File: src/cast_pkg.sv
// Shared types and constants for the CAN actuator status table.
// Used by cast_front, cast_queue, cast_back and can_actuator_status_table.
package cast_pkg;

   localparam int unsigned ID_W = 29;

   // Request selector codes
   localparam logic [1:0] REQ_FRAME  = 2'd0;
   localparam logic [1:0] REQ_LOOKUP = 2'd1;
   localparam logic [1:0] REQ_READ   = 2'd2;

   // Register indexes on the csr port
   localparam logic [1:0] CSR_STATUS_BASE = 2'd0;
   localparam logic [1:0] CSR_UID_BASE    = 2'd1;
   localparam logic [1:0] CSR_ADDR_MIN    = 2'd2;
   localparam logic [1:0] CSR_ADDR_MAX    = 2'd3;

   // Register reset values
   localparam logic [ID_W-1:0] STATUS_BASE_RST = 29'd256;
   localparam logic [ID_W-1:0] UID_BASE_RST    = 29'd512;
   localparam logic [7:0]      ADDR_MIN_RST    = 8'd1;
   localparam logic [7:0]      ADDR_MAX_RST    = 8'd16;

   // Frame kind codes reported in a result
   localparam logic [1:0] FK_NONE   = 2'd0;
   localparam logic [1:0] FK_STATUS = 2'd1;
   localparam logic [1:0] FK_UID    = 2'd2;

   localparam logic [3:0] UID_FRAME_LEN = 4'd8;
   localparam logic [4:0] CNT_MAX       = 5'd31;

   typedef enum logic [2:0] {
      OP_NONE,
      OP_STATUS,
      OP_UID,
      OP_LOOKUP,
      OP_READ
   } op_type;

   typedef enum logic [1:0] {
      ST_IDLE,
      ST_EXEC,
      ST_REPORT,
      ST_SCAN
   } state_type;

   typedef struct packed {
      logic [ID_W-1:0] status_base;
      logic [ID_W-1:0] uid_base;
      logic [7:0]      addr_min;
      logic [7:0]      addr_max;
   } cfg_type;

   // Classified command; idx is the table index (address - 1)
   typedef struct packed {
      op_type      op;
      logic [7:0]  idx;
      logic [63:0] data;
      logic [31:0] now;
   } cmd_type;

   typedef struct packed {
      logic [1:0]  frame_kind;
      logic        found;
      logic [7:0]  found_address;
      logic [7:0]  entry_flags;
      logic [15:0] motor_current;
      logic [31:0] entry_seen_ms;
      logic        is_online;
      logic [63:0] entry_uid;
      logic        entry_uid_known;
      logic [4:0]  online_count;
   } rsp_type;

endpackage

File: src/cast_front.sv
// Front end of the status table: classifies one request into a command.
// Depends on cast_pkg (cfg_type, cmd_type, op and request codes).
module cast_front #(
   parameter int unsigned ENTRIES = 16
) (
   input  cast_pkg::cfg_type          cfg,
   input  logic [1:0]                 req_type,
   input  logic [cast_pkg::ID_W-1:0]  req_can_id,
   input  logic [3:0]                 req_frame_len,
   input  logic [63:0]                req_frame_data,
   input  logic [31:0]                req_now_ms,
   input  logic [63:0]                req_uid_key,
   input  logic [7:0]                 req_address,
   output cast_pkg::cmd_type          cmd
);

   // Return {in_window, offset}; the offset is below ENTRIES when in window
   function automatic logic [8:0] win_decode(input logic [cast_pkg::ID_W-1:0] id,
                                             input logic [cast_pkg::ID_W-1:0] base);
      logic [cast_pkg::ID_W-1:0] off;
      logic                      hit;
      off = id - base;
      hit = (id >= base) && (off < cast_pkg::ID_W'(ENTRIES));
      return {hit, off[7:0]};
   endfunction

   logic [8:0] stat_win;
   logic [8:0] uid_win;
   logic       stat_ok;
   logic       uid_ok;
   logic       read_ok;

   assign stat_win = win_decode(req_can_id, cfg.status_base);
   assign uid_win  = win_decode(req_can_id, cfg.uid_base);

   assign stat_ok = (stat_win[7:0] != 8'd0) && (stat_win[7:0] >= cfg.addr_min)
                    && (stat_win[7:0] <= cfg.addr_max);
   assign uid_ok  = (uid_win[7:0] != 8'd0) && (uid_win[7:0] >= cfg.addr_min)
                    && (uid_win[7:0] <= cfg.addr_max)
                    && (req_frame_len == cast_pkg::UID_FRAME_LEN);
   assign read_ok = (req_address != 8'd0) && (req_address <= 8'(ENTRIES))
                    && (req_address >= cfg.addr_min) && (req_address <= cfg.addr_max);

   always_comb begin
      cmd.op   = cast_pkg::OP_NONE;
      cmd.idx  = 8'd0;
      cmd.data = req_frame_data;
      cmd.now  = req_now_ms;
      case (req_type)
         cast_pkg::REQ_FRAME: begin
            // status window wins; an invalid address there drops the frame
            if (stat_win[8]) begin
               if (stat_ok) begin
                  cmd.op  = cast_pkg::OP_STATUS;
                  cmd.idx = stat_win[7:0] - 8'd1;
               end
            end else if (uid_win[8] && uid_ok) begin
               cmd.op  = cast_pkg::OP_UID;
               cmd.idx = uid_win[7:0] - 8'd1;
            end
         end
         cast_pkg::REQ_LOOKUP: begin
            cmd.op   = cast_pkg::OP_LOOKUP;
            cmd.data = req_uid_key;
         end
         cast_pkg::REQ_READ: begin
            if (read_ok) begin
               cmd.op  = cast_pkg::OP_READ;
               cmd.idx = req_address - 8'd1;
            end
         end
         default: begin
            cmd.op = cast_pkg::OP_NONE;
         end
      endcase
   end

endmodule

File: src/cast_queue.sv
// Two-slot command queue between front and back of the status table.
// Depends on cast_pkg (cmd_type).
module cast_queue (
   input  logic              clock,
   input  logic              reset,
   input  logic              push,
   input  cast_pkg::cmd_type push_cmd,
   input  logic              pop,
   output cast_pkg::cmd_type head,
   output logic              empty,
   output logic              full
);

   cast_pkg::cmd_type slot_ff [2];
   logic              wr_ptr_ff;
   logic              wr_ptr_in;
   logic              rd_ptr_ff;
   logic              rd_ptr_in;
   logic [1:0]        cnt_ff;
   logic [1:0]        cnt_in;

   assign empty = (cnt_ff == 2'd0);
   assign full  = (cnt_ff == 2'd2);
   assign head  = slot_ff[rd_ptr_ff];

   always_comb begin
      wr_ptr_in = push ? ~wr_ptr_ff : wr_ptr_ff;
      rd_ptr_in = pop ? ~rd_ptr_ff : rd_ptr_ff;
      cnt_in    = cnt_ff + {1'b0, push} - {1'b0, pop};
   end

   always_ff @(posedge clock) begin
      if (reset) begin
         wr_ptr_ff <= 1'b0;
         rd_ptr_ff <= 1'b0;
         cnt_ff    <= 2'd0;
      end else begin
         wr_ptr_ff <= wr_ptr_in;
         rd_ptr_ff <= rd_ptr_in;
         cnt_ff    <= cnt_in;
      end
   end

   always_ff @(posedge clock) begin
      if (push) begin
         slot_ff[wr_ptr_ff] <= push_cmd;
      end
   end

endmodule

File: src/cast_back.sv
// Back end of the status table: entry memories, UID scan and result register.
// Depends on cast_pkg (cmd_type, rsp_type, state_type, codes).
module cast_back #(
   parameter int unsigned ENTRIES = 16
) (
   input  logic              clock,
   input  logic              reset,
   input  logic              q_empty,
   input  cast_pkg::cmd_type q_head,
   output logic              q_pop,
   output logic              rsp_valid,
   output cast_pkg::rsp_type rsp
);

   localparam int unsigned IDX_W = (ENTRIES > 1) ? $clog2(ENTRIES) : 1;
   localparam logic [IDX_W-1:0] LAST = IDX_W'(ENTRIES - 1);

   // Entry memories; per-entry valid bits gate reads of unwritten entries
   logic [23:0] stat_mem [ENTRIES];
   logic [31:0] seen_mem [ENTRIES];
   logic [63:0] uid_mem  [ENTRIES];

   cast_pkg::state_type state_ff;
   cast_pkg::state_type state_in;
   cast_pkg::cmd_type   cmd_ff;
   cast_pkg::cmd_type   cmd_in;
   cast_pkg::rsp_type   rsp_ff;
   cast_pkg::rsp_type   rsp_in;
   cast_pkg::rsp_type   report;
   logic                rsp_valid_ff;
   logic                rsp_valid_in;
   logic [IDX_W-1:0]    scan_ff;
   logic [IDX_W-1:0]    scan_in;
   logic [IDX_W-1:0]    rd_idx_ff;
   logic [IDX_W-1:0]    rd_addr_in;
   logic [IDX_W-1:0]    widx;
   logic [23:0]         stat_q;
   logic [31:0]         seen_q;
   logic [63:0]         uid_q;
   logic [ENTRIES-1:0]  online_ff;
   logic [ENTRIES-1:0]  stat_ok_ff;
   logic [ENTRIES-1:0]  uid_ok_ff;
   logic [4:0]          cnt_ff;
   logic [4:0]          cnt_in;
   logic                wr_stat;
   logic                wr_uid;
   logic                wr_seen;
   logic                scan_hit;

   assign widx     = cmd_ff.idx[IDX_W-1:0];
   assign scan_hit = uid_ok_ff[rd_idx_ff] && (uid_q == cmd_ff.data);

   // Entry fields as read last cycle
   always_comb begin
      report                 = '0;
      report.found           = 1'b1;
      report.found_address   = 8'(rd_idx_ff) + 8'd1;
      report.entry_flags     = stat_ok_ff[rd_idx_ff] ? stat_q[23:16] : 8'd0;
      report.motor_current   = stat_ok_ff[rd_idx_ff] ? stat_q[15:0] : 16'd0;
      report.entry_seen_ms   = online_ff[rd_idx_ff] ? seen_q : 32'd0;
      report.is_online       = online_ff[rd_idx_ff];
      report.entry_uid       = uid_ok_ff[rd_idx_ff] ? uid_q : 64'd0;
      report.entry_uid_known = uid_ok_ff[rd_idx_ff];
      report.online_count    = cnt_ff;
   end

   always_comb begin
      state_in = state_ff;
      case (state_ff)
         cast_pkg::ST_IDLE: begin
            if (!q_empty) begin
               state_in = cast_pkg::ST_EXEC;
            end
         end
         cast_pkg::ST_EXEC: begin
            case (cmd_ff.op)
               cast_pkg::OP_LOOKUP: state_in = cast_pkg::ST_SCAN;
               cast_pkg::OP_READ:   state_in = cast_pkg::ST_REPORT;
               default:             state_in = cast_pkg::ST_IDLE;
            endcase
         end
         cast_pkg::ST_REPORT: begin
            state_in = cast_pkg::ST_IDLE;
         end
         cast_pkg::ST_SCAN: begin
            if (scan_hit || (scan_ff == LAST)) begin
               state_in = cast_pkg::ST_IDLE;
            end
         end
         default: begin
            state_in = cast_pkg::ST_IDLE;
         end
      endcase
   end

   always_comb begin
      q_pop               = 1'b0;
      cmd_in              = cmd_ff;
      rsp_valid_in        = 1'b0;
      wr_stat             = 1'b0;
      wr_uid              = 1'b0;
      wr_seen             = 1'b0;
      scan_in             = scan_ff;
      rd_addr_in          = rd_idx_ff;
      cnt_in              = cnt_ff;
      rsp_in              = '0;
      rsp_in.online_count = cnt_ff;
      case (state_ff)
         cast_pkg::ST_IDLE: begin
            if (!q_empty) begin
               q_pop  = 1'b1;
               cmd_in = q_head;
            end
         end
         cast_pkg::ST_EXEC: begin
            case (cmd_ff.op)
               cast_pkg::OP_STATUS: begin
                  wr_stat           = 1'b1;
                  wr_seen           = 1'b1;
                  rsp_valid_in      = 1'b1;
                  rsp_in.frame_kind = cast_pkg::FK_STATUS;
               end
               cast_pkg::OP_UID: begin
                  wr_uid            = 1'b1;
                  wr_seen           = 1'b1;
                  rsp_valid_in      = 1'b1;
                  rsp_in.frame_kind = cast_pkg::FK_UID;
               end
               cast_pkg::OP_LOOKUP: begin
                  rd_addr_in = '0;
                  scan_in    = '0;
               end
               cast_pkg::OP_READ: begin
                  rd_addr_in = widx;
               end
               default: begin
                  rsp_valid_in = 1'b1;
               end
            endcase
            // count a newly online entry; entries never drop out
            if (wr_seen && !online_ff[widx] && (cnt_ff != cast_pkg::CNT_MAX)) begin
               cnt_in = cnt_ff + 5'd1;
            end
            rsp_in.online_count = cnt_in;
         end
         cast_pkg::ST_REPORT: begin
            rsp_valid_in = 1'b1;
            rsp_in       = report;
         end
         cast_pkg::ST_SCAN: begin
            if (scan_hit) begin
               rsp_valid_in = 1'b1;
               rsp_in       = report;
            end else if (scan_ff == LAST) begin
               rsp_valid_in = 1'b1;
            end else begin
               scan_in    = scan_ff + IDX_W'(1);
               rd_addr_in = scan_ff + IDX_W'(1);
            end
         end
         default: begin
            q_pop = 1'b0;
         end
      endcase
   end

   always_ff @(posedge clock) begin
      if (reset) begin
         state_ff     <= cast_pkg::ST_IDLE;
         rsp_valid_ff <= 1'b0;
         cnt_ff       <= 5'd0;
         online_ff    <= '0;
         stat_ok_ff   <= '0;
         uid_ok_ff    <= '0;
      end else begin
         state_ff     <= state_in;
         rsp_valid_ff <= rsp_valid_in;
         cnt_ff       <= cnt_in;
         if (wr_seen) begin
            online_ff[widx] <= 1'b1;
         end
         if (wr_stat) begin
            stat_ok_ff[widx] <= 1'b1;
         end
         if (wr_uid) begin
            uid_ok_ff[widx] <= 1'b1;
         end
      end
   end

   always_ff @(posedge clock) begin
      cmd_ff    <= cmd_in;
      scan_ff   <= scan_in;
      rsp_ff    <= rsp_in;
      rd_idx_ff <= rd_addr_in;
   end

   always_ff @(posedge clock) begin
      if (wr_stat) begin
         stat_mem[widx] <= {cmd_ff.data[63:56], cmd_ff.data[55:40]};
      end
      if (wr_uid) begin
         uid_mem[widx] <= cmd_ff.data;
      end
      if (wr_seen) begin
         seen_mem[widx] <= cmd_ff.now;
      end
      stat_q <= stat_mem[rd_addr_in];
      seen_q <= seen_mem[rd_addr_in];
      uid_q  <= uid_mem[rd_addr_in];
   end

   assign rsp_valid = rsp_valid_ff;
   assign rsp       = rsp_ff;

endmodule

File: src/can_actuator_status_table.sv
// CAN actuator status table top: csr registers, front classifier, queue and back end.
// A request is queued, then the back end pops it while idle and executes it; a read then
// reports the entry it read, and a lookup scans entries from index 0 to a UID hit or the last.
// The back end alone sets the rate, results are never held off; the queue takes items while
// it has room. Sync reset clears entries, count and registers.
// Depends on cast_pkg, cast_front, cast_queue and cast_back.
module can_actuator_status_table #(
   parameter int unsigned ENTRIES = 16
) (
   input  logic                      clock,
   input  logic                      reset,
   // csr write port
   input  logic                      csr_wr_en,
   input  logic [1:0]                csr_index,
   input  logic [cast_pkg::ID_W-1:0] csr_wdata,
   // request channel
   input  logic                      start,
   output logic                      busy,
   input  logic [1:0]                req_type,
   input  logic [cast_pkg::ID_W-1:0] req_can_id,
   input  logic [3:0]                req_frame_len,
   input  logic [63:0]               req_frame_data,
   input  logic [31:0]               req_now_ms,
   input  logic [63:0]               req_uid_key,
   input  logic [7:0]                req_address,
   // result channel, one-cycle strobe, no back-pressure
   output logic                      rsp_valid,
   output logic [1:0]                rsp_frame_kind,
   output logic                      rsp_found,
   output logic [7:0]                rsp_found_address,
   output logic [7:0]                rsp_entry_flags,
   output logic [15:0]               rsp_motor_current,
   output logic [31:0]               rsp_entry_seen_ms,
   output logic                      rsp_is_online,
   output logic [63:0]               rsp_entry_uid,
   output logic                      rsp_entry_uid_known,
   output logic [4:0]                rsp_online_count
);

   cast_pkg::cfg_type cfg_ff;
   cast_pkg::cfg_type cfg_in;
   cast_pkg::cmd_type front_cmd;
   cast_pkg::cmd_type q_head;
   cast_pkg::rsp_type rsp;
   logic              push;
   logic              q_pop;
   logic              q_empty;
   logic              q_full;

   // Update one csr per write; software must write only while the block is idle, which the block does not enforce
   always_comb begin
      cfg_in = cfg_ff;
      if (csr_wr_en) begin
         case (csr_index)
            cast_pkg::CSR_STATUS_BASE: cfg_in.status_base = csr_wdata;
            cast_pkg::CSR_UID_BASE:    cfg_in.uid_base    = csr_wdata;
            cast_pkg::CSR_ADDR_MIN:    cfg_in.addr_min    = csr_wdata[7:0];
            cast_pkg::CSR_ADDR_MAX:    cfg_in.addr_max    = csr_wdata[7:0];
            default:                   cfg_in             = cfg_ff;
         endcase
      end
   end

   always_ff @(posedge clock) begin
      if (reset) begin
         cfg_ff.status_base <= cast_pkg::STATUS_BASE_RST;
         cfg_ff.uid_base    <= cast_pkg::UID_BASE_RST;
         cfg_ff.addr_min    <= cast_pkg::ADDR_MIN_RST;
         cfg_ff.addr_max    <= cast_pkg::ADDR_MAX_RST;
      end else begin
         cfg_ff <= cfg_in;
      end
   end

   // Accept an item whenever the queue has room
   assign busy = q_full;
   assign push = start && !q_full;

   // Classify the request into a table command
   cast_front #(
      .ENTRIES (ENTRIES)
   ) u_front (
      .cfg            (cfg_ff),
      .req_type       (req_type),
      .req_can_id     (req_can_id),
      .req_frame_len  (req_frame_len),
      .req_frame_data (req_frame_data),
      .req_now_ms     (req_now_ms),
      .req_uid_key    (req_uid_key),
      .req_address    (req_address),
      .cmd            (front_cmd)
   );

   // Hold classified commands until the back end is free
   cast_queue u_queue (
      .clock    (clock),
      .reset    (reset),
      .push     (push),
      .push_cmd (front_cmd),
      .pop      (q_pop),
      .head     (q_head),
      .empty    (q_empty),
      .full     (q_full)
   );

   // Update entries, scan UIDs and drive the result register
   cast_back #(
      .ENTRIES (ENTRIES)
   ) u_back (
      .clock     (clock),
      .reset     (reset),
      .q_empty   (q_empty),
      .q_head    (q_head),
      .q_pop     (q_pop),
      .rsp_valid (rsp_valid),
      .rsp       (rsp)
   );

   assign rsp_frame_kind      = rsp.frame_kind;
   assign rsp_found           = rsp.found;
   assign rsp_found_address   = rsp.found_address;
   assign rsp_entry_flags     = rsp.entry_flags;
   assign rsp_motor_current   = rsp.motor_current;
   assign rsp_entry_seen_ms   = rsp.entry_seen_ms;
   assign rsp_is_online       = rsp.is_online;
   assign rsp_entry_uid       = rsp.entry_uid;
   assign rsp_entry_uid_known = rsp.entry_uid_known;
   assign rsp_online_count    = rsp.online_count;

`ifndef SYNTHESIS
   // A stored frame never reports an entry
   a_frame_no_entry: assert property (@(posedge clock) disable iff (reset)
      rsp_valid && (rsp_frame_kind != cast_pkg::FK_NONE) |->
         !rsp_found && (rsp_found_address == 8'd0))
      else $error("frame result reports an entry");

   // A reported entry carries an address inside the table
   a_found_addr: assert property (@(posedge clock) disable iff (reset)
      rsp_valid && rsp_found |->
         (rsp_found_address != 8'd0) && (rsp_found_address <= 8'(ENTRIES)))
      else $error("found address outside table");

   // An entry that never sent a frame has no timestamp
   a_offline_seen: assert property (@(posedge clock) disable iff (reset)
      rsp_valid && !rsp_is_online |-> (rsp_entry_seen_ms == 32'd0))
      else $error("offline entry reports a timestamp");

   // Entries never go offline, so the tracked count never drops
   a_count_mono: assert property (@(posedge clock) disable iff (reset)
      !$past(reset) && !$past(reset, 2) |->
         rsp_online_count >= $past(rsp_online_count))
      else $error("online count decreased");
`endif

endmodule

File: config.mk
export PLATFORM = sky130hd
export DESIGN_NAME = can_actuator_status_table
export DESIGN_NICKNAME = d
export VERILOG_FILES = /design/src/cast_pkg.sv /design/src/cast_front.sv /design/src/cast_queue.sv /design/src/cast_back.sv /design/src/can_actuator_status_table.sv
export SDC_FILE = /design/constraint.sdc
export NUM_CORES = 2
export LEC_CHECK = 0
export BUFFER_PORTS_ARGS = -buffer_cell sky130_fd_sc_hd__buf_4
export CELL_PAD_IN_SITES_DETAIL_PLACEMENT = 0
export CELL_PAD_IN_SITES_GLOBAL_PLACEMENT = 2
export CORE_MARGIN = 1
export CORE_UTILIZATION = 40
export CTS_CLUSTER_SIZE = 16
export DETAILED_ROUTE_END_ITERATION = 7
export HOLD_SLACK_MARGIN = 0.1
export PLACE_DENSITY = 0.72
export SETUP_SLACK_MARGIN = 0.4
export SYNTH_ARGS = -nofsm -noshare
export SYNTH_HDL_FRONTEND = slang
export SYNTH_SLANG_ARGS = --single-unit
File: constraint.sdc
create_clock -name clock -period 12.3 [get_ports clock]
set_input_delay 1.23 -clock clock [delete_from_list [all_inputs] [get_ports clock]]
set_output_delay 1.23 -clock clock [all_outputs]
set_load 0.02 [all_outputs]
[After elaboration in Yosys (flattened, before gate mapping)]
Memories as Yosys holds them, arrays and structs flattened. A register that Yosys moved wholly into a read port is not among the register bits.
Index checks and enable logic that the tools add are counted.
Storage, ports and cells
  bits in writable memories: 2134
  memories kept: 4
  bits of input ports: 238
  flip-flop bits (word level): 280
Cells by class
  magnitude comparators: 14
  bitwise logic cells: 6
  $add $sub $neg: 10
  reductions and logical operators: 36
  mux-type cells: 60
  equal/unequal tests: 22
Memories
  u_back.uid_mem: depth 16, width 64, read ports 1, clocked after memory_dff 1, wr ports 1, line cast_back.sv:21  | logic [63:0] uid_mem [ENTRIES];
  u_back.seen_mem: depth 16, width 32, read ports 1, clocked after memory_dff 1, wr ports 1, line cast_back.sv:20  | logic [31:0] seen_mem [ENTRIES];
  u_back.stat_mem: depth 16, width 24, read ports 1, clocked after memory_dff 1, wr ports 1, line cast_back.sv:19  | logic [23:0] stat_mem [ENTRIES];
  u_queue.slot_ff: depth 2, width 107, read ports 1, clocked after memory_dff 1, wr ports 1, line cast_queue.sv:14  | cast_pkg::cmd_type slot_ff [2];
Operators with widths (number)
  131-bit case mux with 2 select lines: 1
  136-bit two-way mux: 1
  64-bit two-way mux: 2
  64-bit equality test: 1
  29-bit >= comparator: 2
  29-bit by 5-bit less-than comparator with 1-bit output (second input constant): 2
  29-bit subtractor: 2
  16-bit OR: 3
  32-bit two-way mux: 1
  1-bit two-way mux: 25
  8-bit >= comparator: 3
  8-bit less-or-equal comparator: 3
  4-bit case mux with 2 select lines: 3
  8-bit nonzero test: 3
  8-bit by 1-bit subtractor with 8-bit output (second input constant): 3
  10-bit two-way mux: 2
  4-bit two-way mux: 5
  1-bit binary-select mux with 4-bit select: 4
  1-bit logical AND: 16
  16-bit two-way mux: 1
  8-bit case mux with 2 select lines: 1
  2-bit equality test (second input constant): 6
  2-bit case mux with 2 select lines: 3
  2-bit AND reduction: 6
  other kinds (33): 49

[Longest topological paths before layout]
  depth in word-level cells: 9
  mapped depth: 21
  gate-level depth less buffers: 21

[Hierarchy]
From an unflattened synthesis, not the netlist that was laid out.
Unflattened totals
  cells, all modules: 7397
  area, all modules: 106739.9 sq um
By module, submodules not included
  cast_back: instances 1, area each 89214.3 sq um, cells each 5849, sequential area each 67174.4 sq um
  cast_queue: instances 1, area each 8051.5 sq um, cells each 354, sequential area each 6526.3 sq um
  cast_front: instances 1, area each 6422.4 sq um, cells each 912, sequential area each 0.0 sq um
  can_actuator_status_table: instances 1, area each 3051.7 sq um, cells each 282, sequential area each 1481.4 sq um

[Worst setup path before layout]
Ideal clock, no wire load.
  path type: reg-to-reg
  start point: reg u_back.state_ff[1]
  end point: reg u_queue.cnt_ff[1]
  arrival time: 9.483 ns
  library setup time: 0.128 ns
  data required time: 12.172 ns
  cell stages (with the launch flop): 10
  setup slack: 2.690 ns
  clock period less this slack: 9.610 ns
  path buffers: 2
  path through: dfxtp_1 clkbuf_1 clkbuf_1 nor3_1 ha_1 inv_1 ha_1 xor2_1 xnor2_1 nor2_1
On the way
  cells in the longest elaborated chain, start to end: 3
RTL lines
  start, declared: line cast_back.sv:23  | cast_pkg::state_type state_ff;
  start signal, assigned: line cast_back.sv:169  | state_ff <= cast_pkg::ST_IDLE;
  start signal, assigned: line cast_back.sv:176  | state_ff <= state_in;
  2-bit zero test: line cast_back.sv:108  | case (state_ff)
  1-bit two-way mux: line cast_back.sv:108
  named net q_pop: line can_actuator_status_table.sv:46  | logic q_pop;
  2-bit by 1-bit subtractor with 2-bit output: line cast_queue.sv:29  | cnt_in = cnt_ff + {1'b0, push} - {1'b0, pop};
  end signal, assigned: line cast_queue.sv:40  | cnt_ff <= cnt_in;
  end, declared: line cast_queue.sv:19  | logic [1:0] cnt_ff;
The timed path passes the listed nets, and every way through them passes these cells.
A chain may end at the register's enable or synchronous reset.

[Final worst setup path]
  start point: reg u_back.cmd_ff[75] (netlist name)
  end point: reg u_back.stat_q[11], read port of u_back.stat_mem
On the way
  cells in the longest elaborated chain, start to end: 4
RTL lines
  start, declared: line cast_back.sv:25  | cast_pkg::cmd_type cmd_ff;
  start signal, assigned: line cast_back.sv:192  | cmd_ff <= cmd_in;
  64-bit equality test: line cast_back.sv:51  | assign scan_hit = uid_ok_ff[rd_idx_ff] && (uid_q == cmd_ff.data);
  1-bit logical AND: line cast_back.sv:51
  4-bit two-way mux: line cast_back.sv:151  | if (scan_hit) begin
  4-bit case mux with 2 select lines: line cast_back.sv:108
  end, declared: line cast_back.sv:37  | logic [23:0] stat_q;
Every way passes these cells.

==> flow_summary.json <==
{
  "status": "complete, no violations",
  "synth.avg_cell_area_um2": 13.9,
  "synth_ff_type": "edfxtp_1",
  "start_util_pct": 40.2,
  "critPathCaptureType": "register",
  "sw_frac_of_total_pct": 31.9,
  "min_period_ps": 8750,
  "drv_slew": 0,
  "criticalPathCategory": "register to register",
  "grt_max_degree": 212,
  "hold_class": "register to register",
  "grt_pass1_vias": 60589,
  "syn_area_mm2": 0.102,
  "vdd_drop_max_v": 0.000299,
  "io_pins": 378,
  "skew_ps": 67.1,
  "cts_made_buffers": 301,
  "yosysMostFrequentCell": "edfxtp_1",
  "grt_pass1_wl_mm": 410,
  "postSynth.asyncResetShare_pct": 0,
  "synth_cell_types": 74,
  "max_cap_viol_count": 0,
  "grt_antenna_before_repair": 9,
  "wl_per_cell_um": 25.1,
  "pwr-share-seq_pct": 44.6,
  "cp.required_ps": 13090,
  "clkLatencyLatePin_ps": 940,
  "cts_hold_buf": 0,
  "final_hold_viol_count": 0,
  "layout-drive-gt1-share_pct": 15.0,
  "crit_arrival_ps": 9540,
  "p_int_mw": 18.3,
  "comb_power_share_pct": 23.5,
  "cts_tree": "done",
  "ctsResizeCount": 0,
  "die_w_um": 507,
  "htreeDepth": 5,
  "rsz0062_at_grt": "no",
  "grt_overflow_total": 0,
  "gp_congestion": 0.811,
  "p_total_mw": 26.8,
  "post_cts_buffers": 0,
  "clock_sinks": 2626,
  "dieArea_mm2": 0.257,
  "cts-root-buf": "clkbuf_16",
  "fmax_ghz": 0.114,
  "p_clk_share_pct": 31.9,
  "ys_seq_elements": 2626,
  "yosysSeqAreaShare_pct": 73.4,
  "setup_viol": 0,
  "drt_wl_total_mm": 283,
  "fp.dieH_um": 507,
  "tightest_slew_ps": 1370,
  "worst-path-max-fanout": 107,
  "power_leakage_nw": 39.4,
  "timing.final.crit_share_pct": 71.1,
  "place_hpwl_mm": 153,
  "postSynthCellCount": 7338,
  "relSlewSlack_pct": 7.65,
  "path_clk_slew_ps": 60,
  "vias_per_cell": 5.53,
  "ant_nets": 0,
  "core_area_mm2": 0.254,
  "area_growth_syn_to_layout_pct": 15.7,
  "start_kind": "register",
  "rows": 185,
  "setup_tns_ps": 0,
  "yosysTopAreaCell": "edfxtp_1",
  "clockBufferDepth": 4,
  "power.density_mw_per_mm2": 227,
  "ys_warn_count": 0,
  "drtIter0Drc": 5624,
  "switchingPower_mw": 8.56,
  "synth_area_leaders": "edfxtp_1, dfxtp_1, nand2_1, a21oi_1, a32o_1",
  "post-route-drc-count": 0,
  "dr_total_vias": 62361,
  "io_buffers": 374,
  "synth_edf_count": 2233,
  "final_nets": 8037,
  "ys_top_cells_by_count": "edfxtp_1, nand2_1, a21oi_1",
  "dr.pass1.iters": 6,
  "synth_top_area_share_pct": 65.7,
  "grt_usage_pct": 21.5
}
## kinds of logic after synthesis
kind of cell / Yosys count / synth area share [%]
compound gates: 1541 / 10.7
xor+xnor: 125 / 1.07
mux: 196 / 2.41
other cells: 1 / 0.00367
fa+ha+maj: 117 / 1.45
buf+inv: 577 / 2.27
flops: 2626 / 73.4
simple gates: 2155 / 8.71
## layout by cell type (no fill, tap or decap), drive strengths merged, types with 14 or more instances in the layout
cell type  count
mux4          23
and3          14
a32o         238
clkbuf       429
and2         125
mux2         171
clkinv        69
nor3          18
o21ai         51
nand2b        16
buf          511
nand3         28
nor4          26
a21oi        632
xnor2         33
ha           115
xor2          92
nor2b         21
a21o          39
a22oi        121
bufinv        16
inv          114
o221ai       122
dfxtp        393
nand4         27
nand2       1647
edfxtp      2233
nor2         193
a32oi        238
## power groups by stage
stage	clock, mW	sequential, mW	combinational (mW)
2_1_floorplan	0	12.0	4.08
4_1_cts	8.74	12.0	6.35
5_1_grt	9.08	12.1	6.86
3_5_place_dp	0	12.2	6.33
3_3_place_gp	0	12.1	6.26
6_report	8.55	12.0	6.31
## sequential cells by signal (all words and copies together), names as in the netlist, 5 cells and up
signal,cells
u_back.rsp,135
u_back.seen_mem,512
u_back.stat_q,24
u_back.stat_mem,384
u_back.cmd_ff,103
u_back.uid_ok_ff,16
u_back.cnt_ff,5
u_back.online_ff,16
u_queue.slot_ff,206
u_back.stat_ok_ff,16
u_back.uid_mem,1024
u_back.uid_q,64
u_back.seen_q,32
cfg_ff,74
## worst paths after layout
kind                                   startpoint                 to  slack, ps  cells past startpoint
worst max-delay path            u_back.cmd_ff[75]  u_back.stat_q[11]       3550                     16
worst min-delay path            u_back.stat_q[11]    u_back.rsp[114]        420                      1
worst min register to register  u_back.stat_q[11]    u_back.rsp[114]        420                      1
worst max register to register  u_back.cmd_ff[75]  u_back.stat_q[11]       3550                     16
## worst max-delay path: stages (launching register included)
cell and delay (ps):
edfxtp_1 1150, xor2_1 440, nor4_1 1230, nand4_1 200
nor4_1 740, buf_4 290, nand2_2 90, nand2_2 130
mux2_1 150, and2_4 520, buf_4 990, buf_4 960
buf_4 810, a21oi_1 160, a32oi_1 200, a22oi_1 110
o221ai_1 140
## metrics by stage
step	area (um2)	setup WS [ps]	hold slack [ps]	utilization [%]	std cells
floorplan	102000	2690	406	-	7340
global placement	109000	3890	415	42.8	10745
detailed placement	109000	3750	410	42.8	10745
CTS	118000	3660	403	46.5	11275
global route	118000	3080	420	46.5	11277
finish	118000	3550	421	46.5	11279
## layer usage
layer	routed length, um	GRT usage, %
met2	132000	34.2
met3	16800	3.66
met1	129000	30.7
met4	5800	5.15
met5	0	0
## final cells by class
class / instances / area, um2
diodes: 4 / 10.0
flip-flops and latches: 2626 / 74900
well taps: 3366 / 4210
clock buffers: 429 / 8450
multi-input cells: 4137 / 25300
clock inverters: 101 / 941
repair buffers: 511 / 3940
inverters: 105 / 402
fillers: 22330 / 136000
(Power assumes the default switching activity.)
